--- src/hw/rtl/lzwd_pkg.sv ---
// ----------------------------------------------------------------------------
// lzwd_pkg
// Shared constants, codes and controller/datapath interface types for the
// LZW dictionary table.
// ----------------------------------------------------------------------------
package lzwd_pkg;

  localparam int TABLE_DEPTH = 64;
  localparam int ADDR_W      = $clog2(TABLE_DEPTH);
  localparam int CNT_W       = ADDR_W + 1;

  // fixed field widths
  localparam int FUNC_W = 2;
  localparam int CODE_W = 6;
  localparam int BYTE_W = 8;
  localparam int STAT_W = 2;
  localparam int LEN_W  = 7;

  // operation codes
  localparam logic [FUNC_W-1:0] FN_NEW = 2'd0;
  localparam logic [FUNC_W-1:0] FN_EXT = 2'd1;
  localparam logic [FUNC_W-1:0] FN_SET = 2'd2;
  localparam logic [FUNC_W-1:0] FN_GET = 2'd3;

  // status codes
  localparam logic [STAT_W-1:0] ST_OK    = 2'd0;
  localparam logic [STAT_W-1:0] ST_FULL  = 2'd1;
  localparam logic [STAT_W-1:0] ST_UNDEF = 2'd2;

  // controller -> datapath
  typedef struct packed {
    logic              latch;        // capture the input item
    logic              commit;       // write new/extend entry, bump next code
    logic              set_sfx;      // overwrite suffix of code
    logic              walk_start;   // clear length, read entry at code
    logic              walk_step;    // push suffix, follow prefix
    logic              pop_emit;     // output one stacked byte
    logic              emit_single;  // output a one-item result
    logic              emit_code;    // single result carries assigned code
    logic [STAT_W-1:0] emit_status;
  } ctrl_cmd_t;

  // datapath -> controller
  typedef struct packed {
    logic [FUNC_W-1:0] func;
    logic              full;
    logic              defined;
    logic              walk_end;
    logic              pop_last;
  } dp_stat_t;

endpackage

--- src/hw/rtl/lzw_dictionary_table.sv ---
// ----------------------------------------------------------------------------
// lzw_dictionary_table
// LZW code dictionary: new root, extend, set suffix and get string, with a
// sequencer driving the dictionary datapath.
// ----------------------------------------------------------------------------
//
//   channel  | handshake            | payload
//   ---------+----------------------+-------------------------------------
//   command  | start / busy         | func, code_in, byte_val
//   result   | result_valid strobe  | status, new_code, data_byte,
//            |                      | string_length, last
//
// Sequence: new, extend and set suffix pass through capture and decode; the
//   result strobes in the cycle after decode, while busy is already low.
// Get captures, decodes and walks, then reads the stack and gives N results,
//   one byte per cycle, for a string of N bytes; the walk follows one prefix
//   link per cycle through the registered read port of the entry RAM.
// Reset clears the next-code counter, result strobe and control state only;
//   entries are read only below the next code, so the RAMs need no clearing.
// The result side has no back-pressure: every result shows for one cycle.
//
module lzw_dictionary_table import lzwd_pkg::*; (
  input  logic              clk,
  input  logic              rst,
  // command side
  input  logic              start,
  output logic              busy,
  input  logic [FUNC_W-1:0] func,
  input  logic [CODE_W-1:0] code_in,
  input  logic [BYTE_W-1:0] byte_val,
  // result side
  output logic              result_valid,
  output logic [STAT_W-1:0] status,
  output logic [CODE_W-1:0] new_code,
  output logic [BYTE_W-1:0] data_byte,
  output logic [LEN_W-1:0]  string_length,
  output logic              last
);

  ctrl_cmd_t cmd;
  dp_stat_t  stat;

  // sequencer: decode and walk/pop sequencing
  lzwd_ctrl u_ctrl (
    .clk   (clk),
    .rst   (rst),
    .start (start),
    .busy  (busy),
    .stat  (stat),
    .cmd   (cmd)
  );

  // storage, counters and result registers
  lzwd_datapath u_dp (
    .clk           (clk),
    .rst           (rst),
    .cmd           (cmd),
    .stat          (stat),
    .func          (func),
    .code_in       (code_in),
    .byte_val      (byte_val),
    .result_valid  (result_valid),
    .status        (status),
    .new_code      (new_code),
    .data_byte     (data_byte),
    .string_length (string_length),
    .last          (last)
  );

  // error results are always single items
  a_err_is_last: assert property (@(posedge clk) disable iff (rst)
    (result_valid && status != ST_OK) |-> last)
    else $error("error result not marked last");

  // a get string streams without gaps until its last byte
  a_stream_gapless: assert property (@(posedge clk) disable iff (rst)
    (result_valid && !last) |=> result_valid)
    else $error("gap in get string output");

  // error results carry no code and no length
  a_err_clean: assert property (@(posedge clk) disable iff (rst)
    (result_valid && status != ST_OK) |-> (new_code == '0 && string_length == '0))
    else $error("error result with payload");

  // an accepted item always makes the block busy
  a_accept_busy: assert property (@(posedge clk) disable iff (rst)
    (start && !busy) |=> busy)
    else $error("accepted item did not raise busy");

endmodule

--- src/hw/rtl/lzwd_ram.sv ---
// ----------------------------------------------------------------------------
// lzwd_ram
// Generic single-write, single-read RAM with registered read data.
// ----------------------------------------------------------------------------
module lzwd_ram #(
  parameter int WIDTH = 8,
  parameter int DEPTH = 64
) (
  input  logic                     clk,
  input  logic                     we,
  input  logic [$clog2(DEPTH)-1:0] waddr,
  input  logic [WIDTH-1:0]         wdata,
  input  logic [$clog2(DEPTH)-1:0] raddr,
  output logic [WIDTH-1:0]         rdata
);

  logic [WIDTH-1:0] mem [DEPTH];

  always_ff @(posedge clk) begin
    if (we) begin
      mem[waddr] <= wdata;
    end
    rdata <= mem[raddr];
  end

endmodule

--- src/hw/rtl/lzwd_ctrl.sv ---
// ----------------------------------------------------------------------------
// lzwd_ctrl
// Sequencer: decode, prefix-chain walk, and forward byte output.
// ----------------------------------------------------------------------------
module lzwd_ctrl import lzwd_pkg::*; (
  input  logic      clk,
  input  logic      rst,
  input  logic      start,
  output logic      busy,
  input  dp_stat_t  stat,
  output ctrl_cmd_t cmd
);

  localparam logic [2:0] S_IDLE   = 3'd0;
  localparam logic [2:0] S_DECODE = 3'd1;
  localparam logic [2:0] S_WALK   = 3'd2;
  localparam logic [2:0] S_POP    = 3'd3;
  localparam logic [2:0] S_OUT    = 3'd4;

  logic [2:0] state;
  logic [2:0] state_next;

  always_ff @(posedge clk) begin
    if (rst) begin
      state <= S_IDLE;
    end else begin
      state <= state_next;
    end
  end

  assign busy = (state != S_IDLE);

  always_comb begin
    cmd        = '0;
    state_next = state;
    case (state)
      S_IDLE: begin
        if (start) begin
          cmd.latch  = 1'b1;
          state_next = S_DECODE;
        end
      end
      S_DECODE: begin
        state_next = S_IDLE;
        case (stat.func)
          FN_NEW, FN_EXT: begin
            cmd.emit_single = 1'b1;
            if (stat.full) begin
              cmd.emit_status = ST_FULL;
            end else if (stat.func == FN_EXT && !stat.defined) begin
              cmd.emit_status = ST_UNDEF;
            end else begin
              cmd.emit_status = ST_OK;
              cmd.emit_code   = 1'b1;
              cmd.commit      = 1'b1;
            end
          end
          FN_SET: begin
            cmd.emit_single = 1'b1;
            if (!stat.defined) begin
              cmd.emit_status = ST_UNDEF;
            end else begin
              cmd.emit_status = ST_OK;
              cmd.set_sfx     = 1'b1;
            end
          end
          default: begin
            if (!stat.defined) begin
              cmd.emit_single = 1'b1;
              cmd.emit_status = ST_UNDEF;
            end else begin
              cmd.walk_start = 1'b1;
              state_next     = S_WALK;
            end
          end
        endcase
      end
      S_WALK: begin
        cmd.walk_step = 1'b1;
        if (stat.walk_end) begin
          state_next = S_POP;
        end
      end
      S_POP: begin
        state_next = S_OUT;
      end
      S_OUT: begin
        cmd.pop_emit = 1'b1;
        if (stat.pop_last) begin
          state_next = S_IDLE;
        end
      end
      default: begin
        state_next = S_IDLE;
      end
    endcase
  end

  // a walk is entered only from decode and then stays in walk until it ends
  a_walk_from_decode: assert property (@(posedge clk) disable iff (rst)
    (state == S_WALK) |-> ($past(state) == S_DECODE || $past(state) == S_WALK))
    else $error("walk entered out of sequence");

  // stacked output starts only after the walk has ended
  a_pop_after_walk: assert property (@(posedge clk) disable iff (rst)
    (state == S_POP) |-> ($past(state) == S_WALK && $past(stat.walk_end)))
    else $error("pop without finished walk");

  // only one kind of result per cycle
  a_one_emit: assert property (@(posedge clk) disable iff (rst)
    !(cmd.pop_emit && cmd.emit_single))
    else $error("two results issued at once");

endmodule

--- src/hw/rtl/lzwd_datapath.sv ---
// ----------------------------------------------------------------------------
// lzwd_datapath
// Dictionary RAMs, next-code counter, reverse stack and result registers.
// ----------------------------------------------------------------------------
module lzwd_datapath import lzwd_pkg::*; (
  input  logic              clk,
  input  logic              rst,
  input  ctrl_cmd_t         cmd,
  output dp_stat_t          stat,
  input  logic [FUNC_W-1:0] func,
  input  logic [CODE_W-1:0] code_in,
  input  logic [BYTE_W-1:0] byte_val,
  output logic              result_valid,
  output logic [STAT_W-1:0] status,
  output logic [CODE_W-1:0] new_code,
  output logic [BYTE_W-1:0] data_byte,
  output logic [LEN_W-1:0]  string_length,
  output logic              last
);

  // captured item
  logic [FUNC_W-1:0] func_q;
  logic [CODE_W-1:0] code_q;
  logic [BYTE_W-1:0] byte_q;

  logic [CNT_W-1:0]  next_code;
  logic [CNT_W-1:0]  len;
  logic [ADDR_W-1:0] ptr;

  logic [ADDR_W-1:0] code_idx;
  logic [ADDR_W-1:0] new_idx;
  logic [CNT_W-1:0]  len_inc;

  // entry RAM holds {root, prefix}
  logic              ent_we;
  logic [ADDR_W:0]   ent_wdata;
  logic [ADDR_W-1:0] ent_raddr;
  logic [ADDR_W:0]   ent_rdata;
  logic              sfx_we;
  logic [ADDR_W-1:0] sfx_waddr;
  logic [BYTE_W-1:0] sfx_wdata;
  logic [BYTE_W-1:0] sfx_rdata;
  logic [ADDR_W-1:0] stk_raddr;
  logic [BYTE_W-1:0] stk_rdata;

  assign code_idx = code_q[ADDR_W-1:0];
  assign new_idx  = next_code[ADDR_W-1:0];
  assign len_inc  = len + CNT_W'(1);

  assign stat.func     = func_q;
  assign stat.full     = (next_code >= CNT_W'(TABLE_DEPTH));
  assign stat.defined  = (LEN_W'(code_q) < LEN_W'(next_code));
  assign stat.walk_end = ent_rdata[ADDR_W] || (len_inc == CNT_W'(TABLE_DEPTH));
  assign stat.pop_last = (ptr == '0);

  assign ent_we    = cmd.commit;
  assign ent_wdata = (func_q == FN_NEW) ? {1'b1, {ADDR_W{1'b0}}} : {1'b0, code_idx};
  assign ent_raddr = cmd.walk_step ? ent_rdata[ADDR_W-1:0] : code_idx;

  assign sfx_we    = cmd.commit || cmd.set_sfx;
  assign sfx_waddr = cmd.commit ? new_idx : code_idx;
  assign sfx_wdata = (cmd.commit && func_q != FN_NEW) ? '0 : byte_q;

  assign stk_raddr = cmd.pop_emit ? ptr - ADDR_W'(1) : ptr;

  lzwd_ram #(.WIDTH(ADDR_W + 1), .DEPTH(TABLE_DEPTH)) u_entry_ram (
    .clk   (clk),
    .we    (ent_we),
    .waddr (new_idx),
    .wdata (ent_wdata),
    .raddr (ent_raddr),
    .rdata (ent_rdata)
  );

  lzwd_ram #(.WIDTH(BYTE_W), .DEPTH(TABLE_DEPTH)) u_suffix_ram (
    .clk   (clk),
    .we    (sfx_we),
    .waddr (sfx_waddr),
    .wdata (sfx_wdata),
    .raddr (ent_raddr),
    .rdata (sfx_rdata)
  );

  lzwd_ram #(.WIDTH(BYTE_W), .DEPTH(TABLE_DEPTH)) u_stack_ram (
    .clk   (clk),
    .we    (cmd.walk_step),
    .waddr (len[ADDR_W-1:0]),
    .wdata (sfx_rdata),
    .raddr (stk_raddr),
    .rdata (stk_rdata)
  );

  always_ff @(posedge clk) begin
    if (rst) begin
      next_code    <= '0;
      result_valid <= 1'b0;
    end else begin
      if (cmd.commit) begin
        next_code <= next_code + CNT_W'(1);
      end
      result_valid <= cmd.emit_single || cmd.pop_emit;
    end
  end

  always_ff @(posedge clk) begin
    if (cmd.latch) begin
      func_q <= func;
      code_q <= code_in;
      byte_q <= byte_val;
    end
    if (cmd.walk_start) begin
      len <= '0;
    end else if (cmd.walk_step) begin
      len <= len_inc;
      ptr <= len[ADDR_W-1:0];
    end else if (cmd.pop_emit) begin
      ptr <= ptr - ADDR_W'(1);
    end
    if (cmd.emit_single) begin
      status        <= cmd.emit_status;
      new_code      <= cmd.emit_code ? CODE_W'(next_code) : '0;
      data_byte     <= '0;
      string_length <= '0;
      last          <= 1'b1;
    end else if (cmd.pop_emit) begin
      status        <= ST_OK;
      new_code      <= '0;
      data_byte     <= stk_rdata;
      string_length <= LEN_W'(len);
      last          <= (ptr == '0);
    end
  end

endmodule

--- config.mk ---
export PLATFORM = sky130hd
export DESIGN_NAME = lzw_dictionary_table
export DESIGN_NICKNAME = d
export VERILOG_FILES = /design/src/hw/rtl/lzwd_pkg.sv /design/src/hw/rtl/lzw_dictionary_table.sv /design/src/hw/rtl/lzwd_ram.sv /design/src/hw/rtl/lzwd_ctrl.sv /design/src/hw/rtl/lzwd_datapath.sv
export SDC_FILE = /design/constraint.sdc
export NUM_CORES = 2
export LEC_CHECK = 0
export BUFFER_PORTS_ARGS = -buffer_cell sky130_fd_sc_hd__clkbuf_2
export CORE_MARGIN = 2
export CORE_UTILIZATION = 40
export CTS_CLUSTER_SIZE = 25
export DETAILED_ROUTE_END_ITERATION = 16
export GPL_ROUTABILITY_DRIVEN = 0
export PLACE_DENSITY_LB_ADDON = 0.2
export SYNTH_ARGS = -nofsm -noshare
export SYNTH_HDL_FRONTEND = slang
export SYNTH_HIERARCHICAL = 1
export SYNTH_SLANG_ARGS = --single-unit
--- constraint.sdc ---
create_clock -name clk -period 6.3 [get_ports clk]
set_input_delay 1.575 -clock clk [delete_from_list [all_inputs] [get_ports clk]]
set_output_delay 1.575 -clock clk [all_outputs]
set_load 0.02 [all_outputs]
# [Yosys cells after proc, flatten, opt, wreduce, memory -nomap -nowiden]
# Memories as Yosys holds them, arrays and structs flattened. A register that Yosys moved wholly into a read port is not among the register bits.
# Cells that the tools add are included.
[word_totals] output_inout_bits=26 ramBits=1472 romBits=0 reg_bits=64 inputBits=19 latch_bits=0 mem_count=3
[op_classes] magnitude_cmp=2 eq_ne=10 bitwise_logic=0 reduce_logical=15 mul=0 add_sub_neg=3 shifts=0 n_div=0 mux=41
[memory_table] name="u_dp.u_stack_ram.mem" words=64 word_bits=8 rd=1 rd_ports_with_merged_regs=1 wr=1 line="lzwd_ram.sv:17" text="logic [WIDTH-1:0] mem [DEPTH];"
[memory_table] name="u_dp.u_suffix_ram.mem" words=64 word_bits=8 rd=1 rd_ports_with_merged_regs=1 wr=1 line="lzwd_ram.sv:17"
[memory_table] name="u_dp.u_entry_ram.mem" words=64 word_bits=7 rd=1 rd_ports_with_merged_regs=1 wr=1 line="lzwd_ram.sv:17"
[ops] cell="$mux 6" n=7
[ops] cell="$mux 1" n=18
[ops] cell="$mux 2" n=8
[ops] cell="$pmux 3 s5" n=1
[ops] cell="$add 7x1->7 const B" n=2
[ops] cell="$mux 3" n=4
[ops] cell="$mux 8" n=1
[ops] cell="$eq 7x7->1 const B" n=1
[ops] cell="$ge 7x7->1 const B" n=1
[ops] cell="$lt 6x7->1" n=1
[ops] cell="$mux 7" n=1
[ops] cell="$eq 3x2->1 const B" n=2
[ops] cell="$logic_not 6->1" n=1
[ops] cell="$ne 2x2->1 const B" n=3
[ops] cell="$sub 6x1->6 const B" n=1
[ops] cell="$mux 4" n=1
[ops] cell="$reduce_bool 2->1" n=2
[ops] cell="$eq 3x1->1 const B" n=1
[ops] cell="$eq 3x3->1 const B" n=1
[ops] cell="$logic_not 3->1" n=1
[ops] cell="$logic_or 1x1->1" n=3
[ops] cell="$reduce_and 3->1" n=1
[ops] cell="$reduce_bool 3->1" n=1
[ops] cell="$reduce_or 3->1" n=1
[ops] cell="6 further kinds" n=7

# [Longest topological paths before layout]
[depth] ltp_word=10 ltp_mapped=15

# [Modules after synthesis]
# The synthesis kept the hierarchy.
[by_module_without_submodules] module="lzwd_ram (u_dp.u_stack_ram ...)" seq_area_each_um2=15534.9 instances=2 cells_each=940 area_each_um2=20166.8
[by_module_without_submodules] module="lzwd_ram (u_dp.u_entry_ram)" seq_area_each_um2=13593.0 instances=1 cells_each=827 area_each_um2=17635.7
[by_module_without_submodules] module="lzwd_datapath" seq_area_each_um2=1521.5 instances=1 cells_each=244 area_each_um2=2815.2
[by_module_without_submodules] module="lzwd_ctrl" seq_area_each_um2=60.1 instances=1 cells_each=35 area_each_um2=251.5

# [Worst setup path after synthesis]
# Ideal clock, no wire load.
[synth_timing] path_type="reg2reg" start="register u_dp.next_code[4]" end="memory u_dp.u_suffix_ram.mem[48][0] (enable)" setup_time_ps=383 path_slack_ps=1815 arrival_ps=4102 stages_incl_launch_ff=15 required_ps=5917 n_path_buf=3 period_less_slack_ps=4485 path_cell_list="dfxtp_1 -> inv_1 -> ha_1 -> a21o_1 -> a21oi_1 -> o32a_1 -> inv_1 -> a2111oi_0 -> buf_4 -> buf_2 -> mux2_2 -> clkbuf_1 -> nor2b_1 -> nand4b_1 -> nor3_1"
[synth_rtl] item="start: declaration" line="lzwd_datapath.sv:26" text="logic [CNT_W-1:0] next_code;"
[synth_rtl] item="start signal: assignment" line="lzwd_datapath.sv:99" text="next_code <= next_code + CNT_W'(1);"
[synth_rtl] item="end: declaration" line="lzwd_ram.sv:17"

==> impl_metrics.py <==
metrics = {
    "timing": {
        "timing_max_transition_violations_final": 0,
        "min_period_ps": 5090,
        "period_share_pct": 80.9,
        "hold_violation_total_from_the_final_report": 0,
        "max_freq_ghz": 0.196,
        "max_slew_margin_pct": 14.3,
        "layout_setup_ws_ps": 1210,
        "worst_pin_slew_ps": 1280,
        "tns_setup_ps": 0,
        "fin_worst_hold_slack_ps": 482,
        "report.final.setup_viol": 0,
        "worst_clock_skew_ps": 41.1,
        "unrepaired_setup_endpoints_after_global_routing": "no",
    },
    "cts": {
        "post_cts_resized": 0,
        "insertion_delay_ps": 810,
        "htree_num_levels": 4,
        "post_cts_setup_repair_buffer_count": 0,
        "clock_tree.buffer_depth": 3,
        "cts_root_buf": "clkbuf_16",
        "tritoncts_clock_tree": "yes",
        "cts_hold_buffers": 0,
        "cts_inserted_buffers": 162,
        "worst_setup_hold_path_clk_slew_ps": 60,
        "clock-sinks": 1559,
    },
    "synthesis": {
        "netlist-cell-type-count": 70,
        "ys_async_sr_fraction_pct": 0,
        "mappedNetlistNets": 3015,
        "yosysWarnings": 6,
        "synth_flop_cell": "edfxtp_1",
        "syn-instance-count": 2986,
        "cell_type_contributing_the_most_total_cell_area_after_synthesis": "edfxtp_1",
        "synth_common_cells": "edfxtp_1 (1502), mux4_2 (364), nor2_1 (274)",
        "yosys.area.top_type_share_pct": 73.9,
        "yosys_register_bits": 1559,
        "post_synth_main_area_contributors": "edfxtp_1 (74%), mux4_2 (13%), dfxtp_1 (1.9%)",
        "synth_sequential_area_ratio_pct": 75.8,
        "synth_most_common_cell": "edfxtp_1",
        "synth_edf_count": 1502,
        "synth.cell_area_um2": 61000,
        "postSynthAreaPerCell_um2": 20.4,
    },
    "run_status": {
        "outcome": "complete, no violations",
    },
    "grt": {
        "grt_pass1_wl_mm": 213,
        "grt_pass1_vias": 30526,
        "grt_antenna_before_repair": 1,
        "globalRouteOverflowTotal": 0,
        "tot_gr_track_use_pct": 18.6,
        "pin_count_of_the_biggest_net_entering_global_routing": 81,
    },
    "detailed_routing": {
        "viasPerCell": 5.66,
        "wl_mm": 145,
        "initialDrtViolationCount": 3096,
        "detail_route.first_pass.iterations": 5,
        "ant_nets": 0,
        "drt-wirelength-per-cell_um": 27.6,
        "detailroute.via_count": 29743,
        "post-route-drc-count": 0,
    },
    "die": {
        "die-height_um": 395,
        "floorplan.die.width_um": 395,
        "floorplan_row_count": 143,
        "die_area_um2": 156000,
        "initial_core_util_pct": 40.2,
        "core_region_area_um2": 152000,
        "pin_count": 45,
    },
    "pwr": {
        "max-vdd-ir-drop_mv": 0.295,
        "sequentialPowerShare_pct": 45.0,
        "fin_total_pwr_mw": 27.7,
        "switching_power_mw": 7.73,
        "share_comb_of_total_power_pct": 20.9,
        "leakagePower_nw": 21.3,
        "clock_share_of_power_pct": 34.1,
        "power.switching_fraction_pct": 27.9,
        "cellPowerDensity_nw_per_um2": 403,
        "power_report.internal_total_mw": 20.0,
    },
    "setup_path": {
        "worst-path-max-fanout": 16,
        "startpoint_type": "flip-flop",
        "cp-end-kind": "flip-flop",
        "cp.required_ps": 6710,
        "cp.arrival_ps": 5500,
        "worst-setup-path-type": "flip-flop to flip-flop",
    },
    "cells_and_area": {
        "final_nets": 3117,
        "layout_fillers": 12818,
        "layout.cell_area.non_filler_um2": 68800,
        "drive_gt1_share_pct": 24.4,
        "utilization_pct": 45.4,
        "area_delta_synth_final_pct": 12.8,
        "instances_no_fill": 5259,
    },
    "placement": {
        "post-place-ws_ps": 1210,
        "dpl.cell_count": 4953,
        "detailed_placement_wirelength_estimate_mm": 87.3,
        "numPortBuffers": 44,
        "dpl_cell_area_um2": 63500,
    },
    "hold_path": {
        "hp-class": "flip-flop to flip-flop",
    },
    "flow_run": {
        "max_cap_check_violation_count": 0,
    },
}
[worst paths after layout]
check / cells after the start / to / startpoint / slack (ps)
max: 10 / u_dp/u_suffix_ram/mem[43][2]$_DFFE_PP_ / u_dp/next_code[1]$_SDFFE_PP0P_ / 1210
max reg2reg: 10 / u_dp/u_suffix_ram/mem[43][2]$_DFFE_PP_ / u_dp/next_code[1]$_SDFFE_PP0P_ / 1210
min reg2reg: 2 / u_dp/data_byte[1]$_SDFFE_PP0P_ / u_dp/u_stack_ram/rdata[1]$_DFF_P_ / 480
min: 2 / u_dp/data_byte[1]$_SDFFE_PP0P_ / u_dp/u_stack_ram/rdata[1]$_DFF_P_ / 480
[kinds of logic (layout without fill, tap and decap cells)]
| logic type | after synthesis | in the layout | share of synthesized area, % |
|---|---|---|---|
| buffers and inverters | 180 | 420 | 1.72 |
| other | 0 | 3 | 0 |
| AND/OR/NAND/NOR | 538 | 538 | 4.17 |
| adder cells (fa/ha/maj) | 10 | 10 | 0.205 |
| flip-flops | 1559 | 1559 | 75.8 |
| XOR/XNOR | 13 | 13 | 0.187 |
| AO/OA/AOI/OAI | 197 | 197 | 2.38 |
| multiplexers | 489 | 489 | 15.6 |
[flip-flops by register name (all words and copies together), names as in the netlist, 8 cells and up]
name	count
u_dp/u_stack_ram/rdata	8
u_dp/data_byte	8
u_dp/u_stack_ram/mem	512
u_dp/byte_q	8
u_dp/u_suffix_ram/rdata	8
u_dp/u_suffix_ram/mem	512
u_dp/u_entry_ram/mem	448
[critical path, stage by stage, from the launching register on]
cell and delay, ps:
dfxtp_1 630, inv_1 130, ha_1 330, a211oi_1 240, o32a_1 260, inv_1 70, a2111oi_2 900, mux2_2 530
nor2b_1 180, nand3_1 580, nor2_1 840
[layout by cell type (no fill, tap or decap), types with 40 or more instances in the layout]
cell type  synthesis  layout
clkbuf_2           2      44
mux2_2            45      41
nor2_1           274     273
nand2_1           57      57
mux4_2           364     364
clkbuf_1          56      43
edfxtp_1        1502    1502
clkbuf_16          0     163
mux2i_1           80      80
dfxtp_1           57      49
nand3_1           40      40
buf_4             35      49
[power groups by stage]
stage	clock network [mW]	registers [mW]	logic [mW]
global route	10.1	12.5	6.20
CTS	9.67	12.5	5.90
detailed placement	0	12.7	5.89
finish	9.46	12.5	5.81
global placement	0	12.7	5.80
floorplan	0	12.9	3.73
[routing by layer]
| metal | vias up | part of all wire (%) | global-route usage [%] |
|---|---|---|---|
| met4 | 2 | 2.2 | 5.16 |
| met3 | 211 | 7.0 | 3.48 |
| met2 | 1228 | 47 | 29.1 |
| li1 | 12529 | - | - |
| met5 | - | 0.0090 | 0 |
| met1 | 15773 | 43 | 27.0 |
[area by class of cell]
type | instances | area (um2) | share of cell area [%]
Tap cell | 2030 | 2540 | 3.69
Multi-Input combinational cell | 1247 | 13900 | 20.3
Clock inverter | 81 | 866 | 1.26
Inverter | 18 | 67.6 | 0.0982
Clock buffer | 221 | 4450 | 6.46
Antenna cell | 3 | 7.51 | 0.0109
Sequential cell | 1559 | 46300 | 67.2
Timing Repair Buffer | 100 | 713 | 1.04
Power figures use the tool's default switching activity.
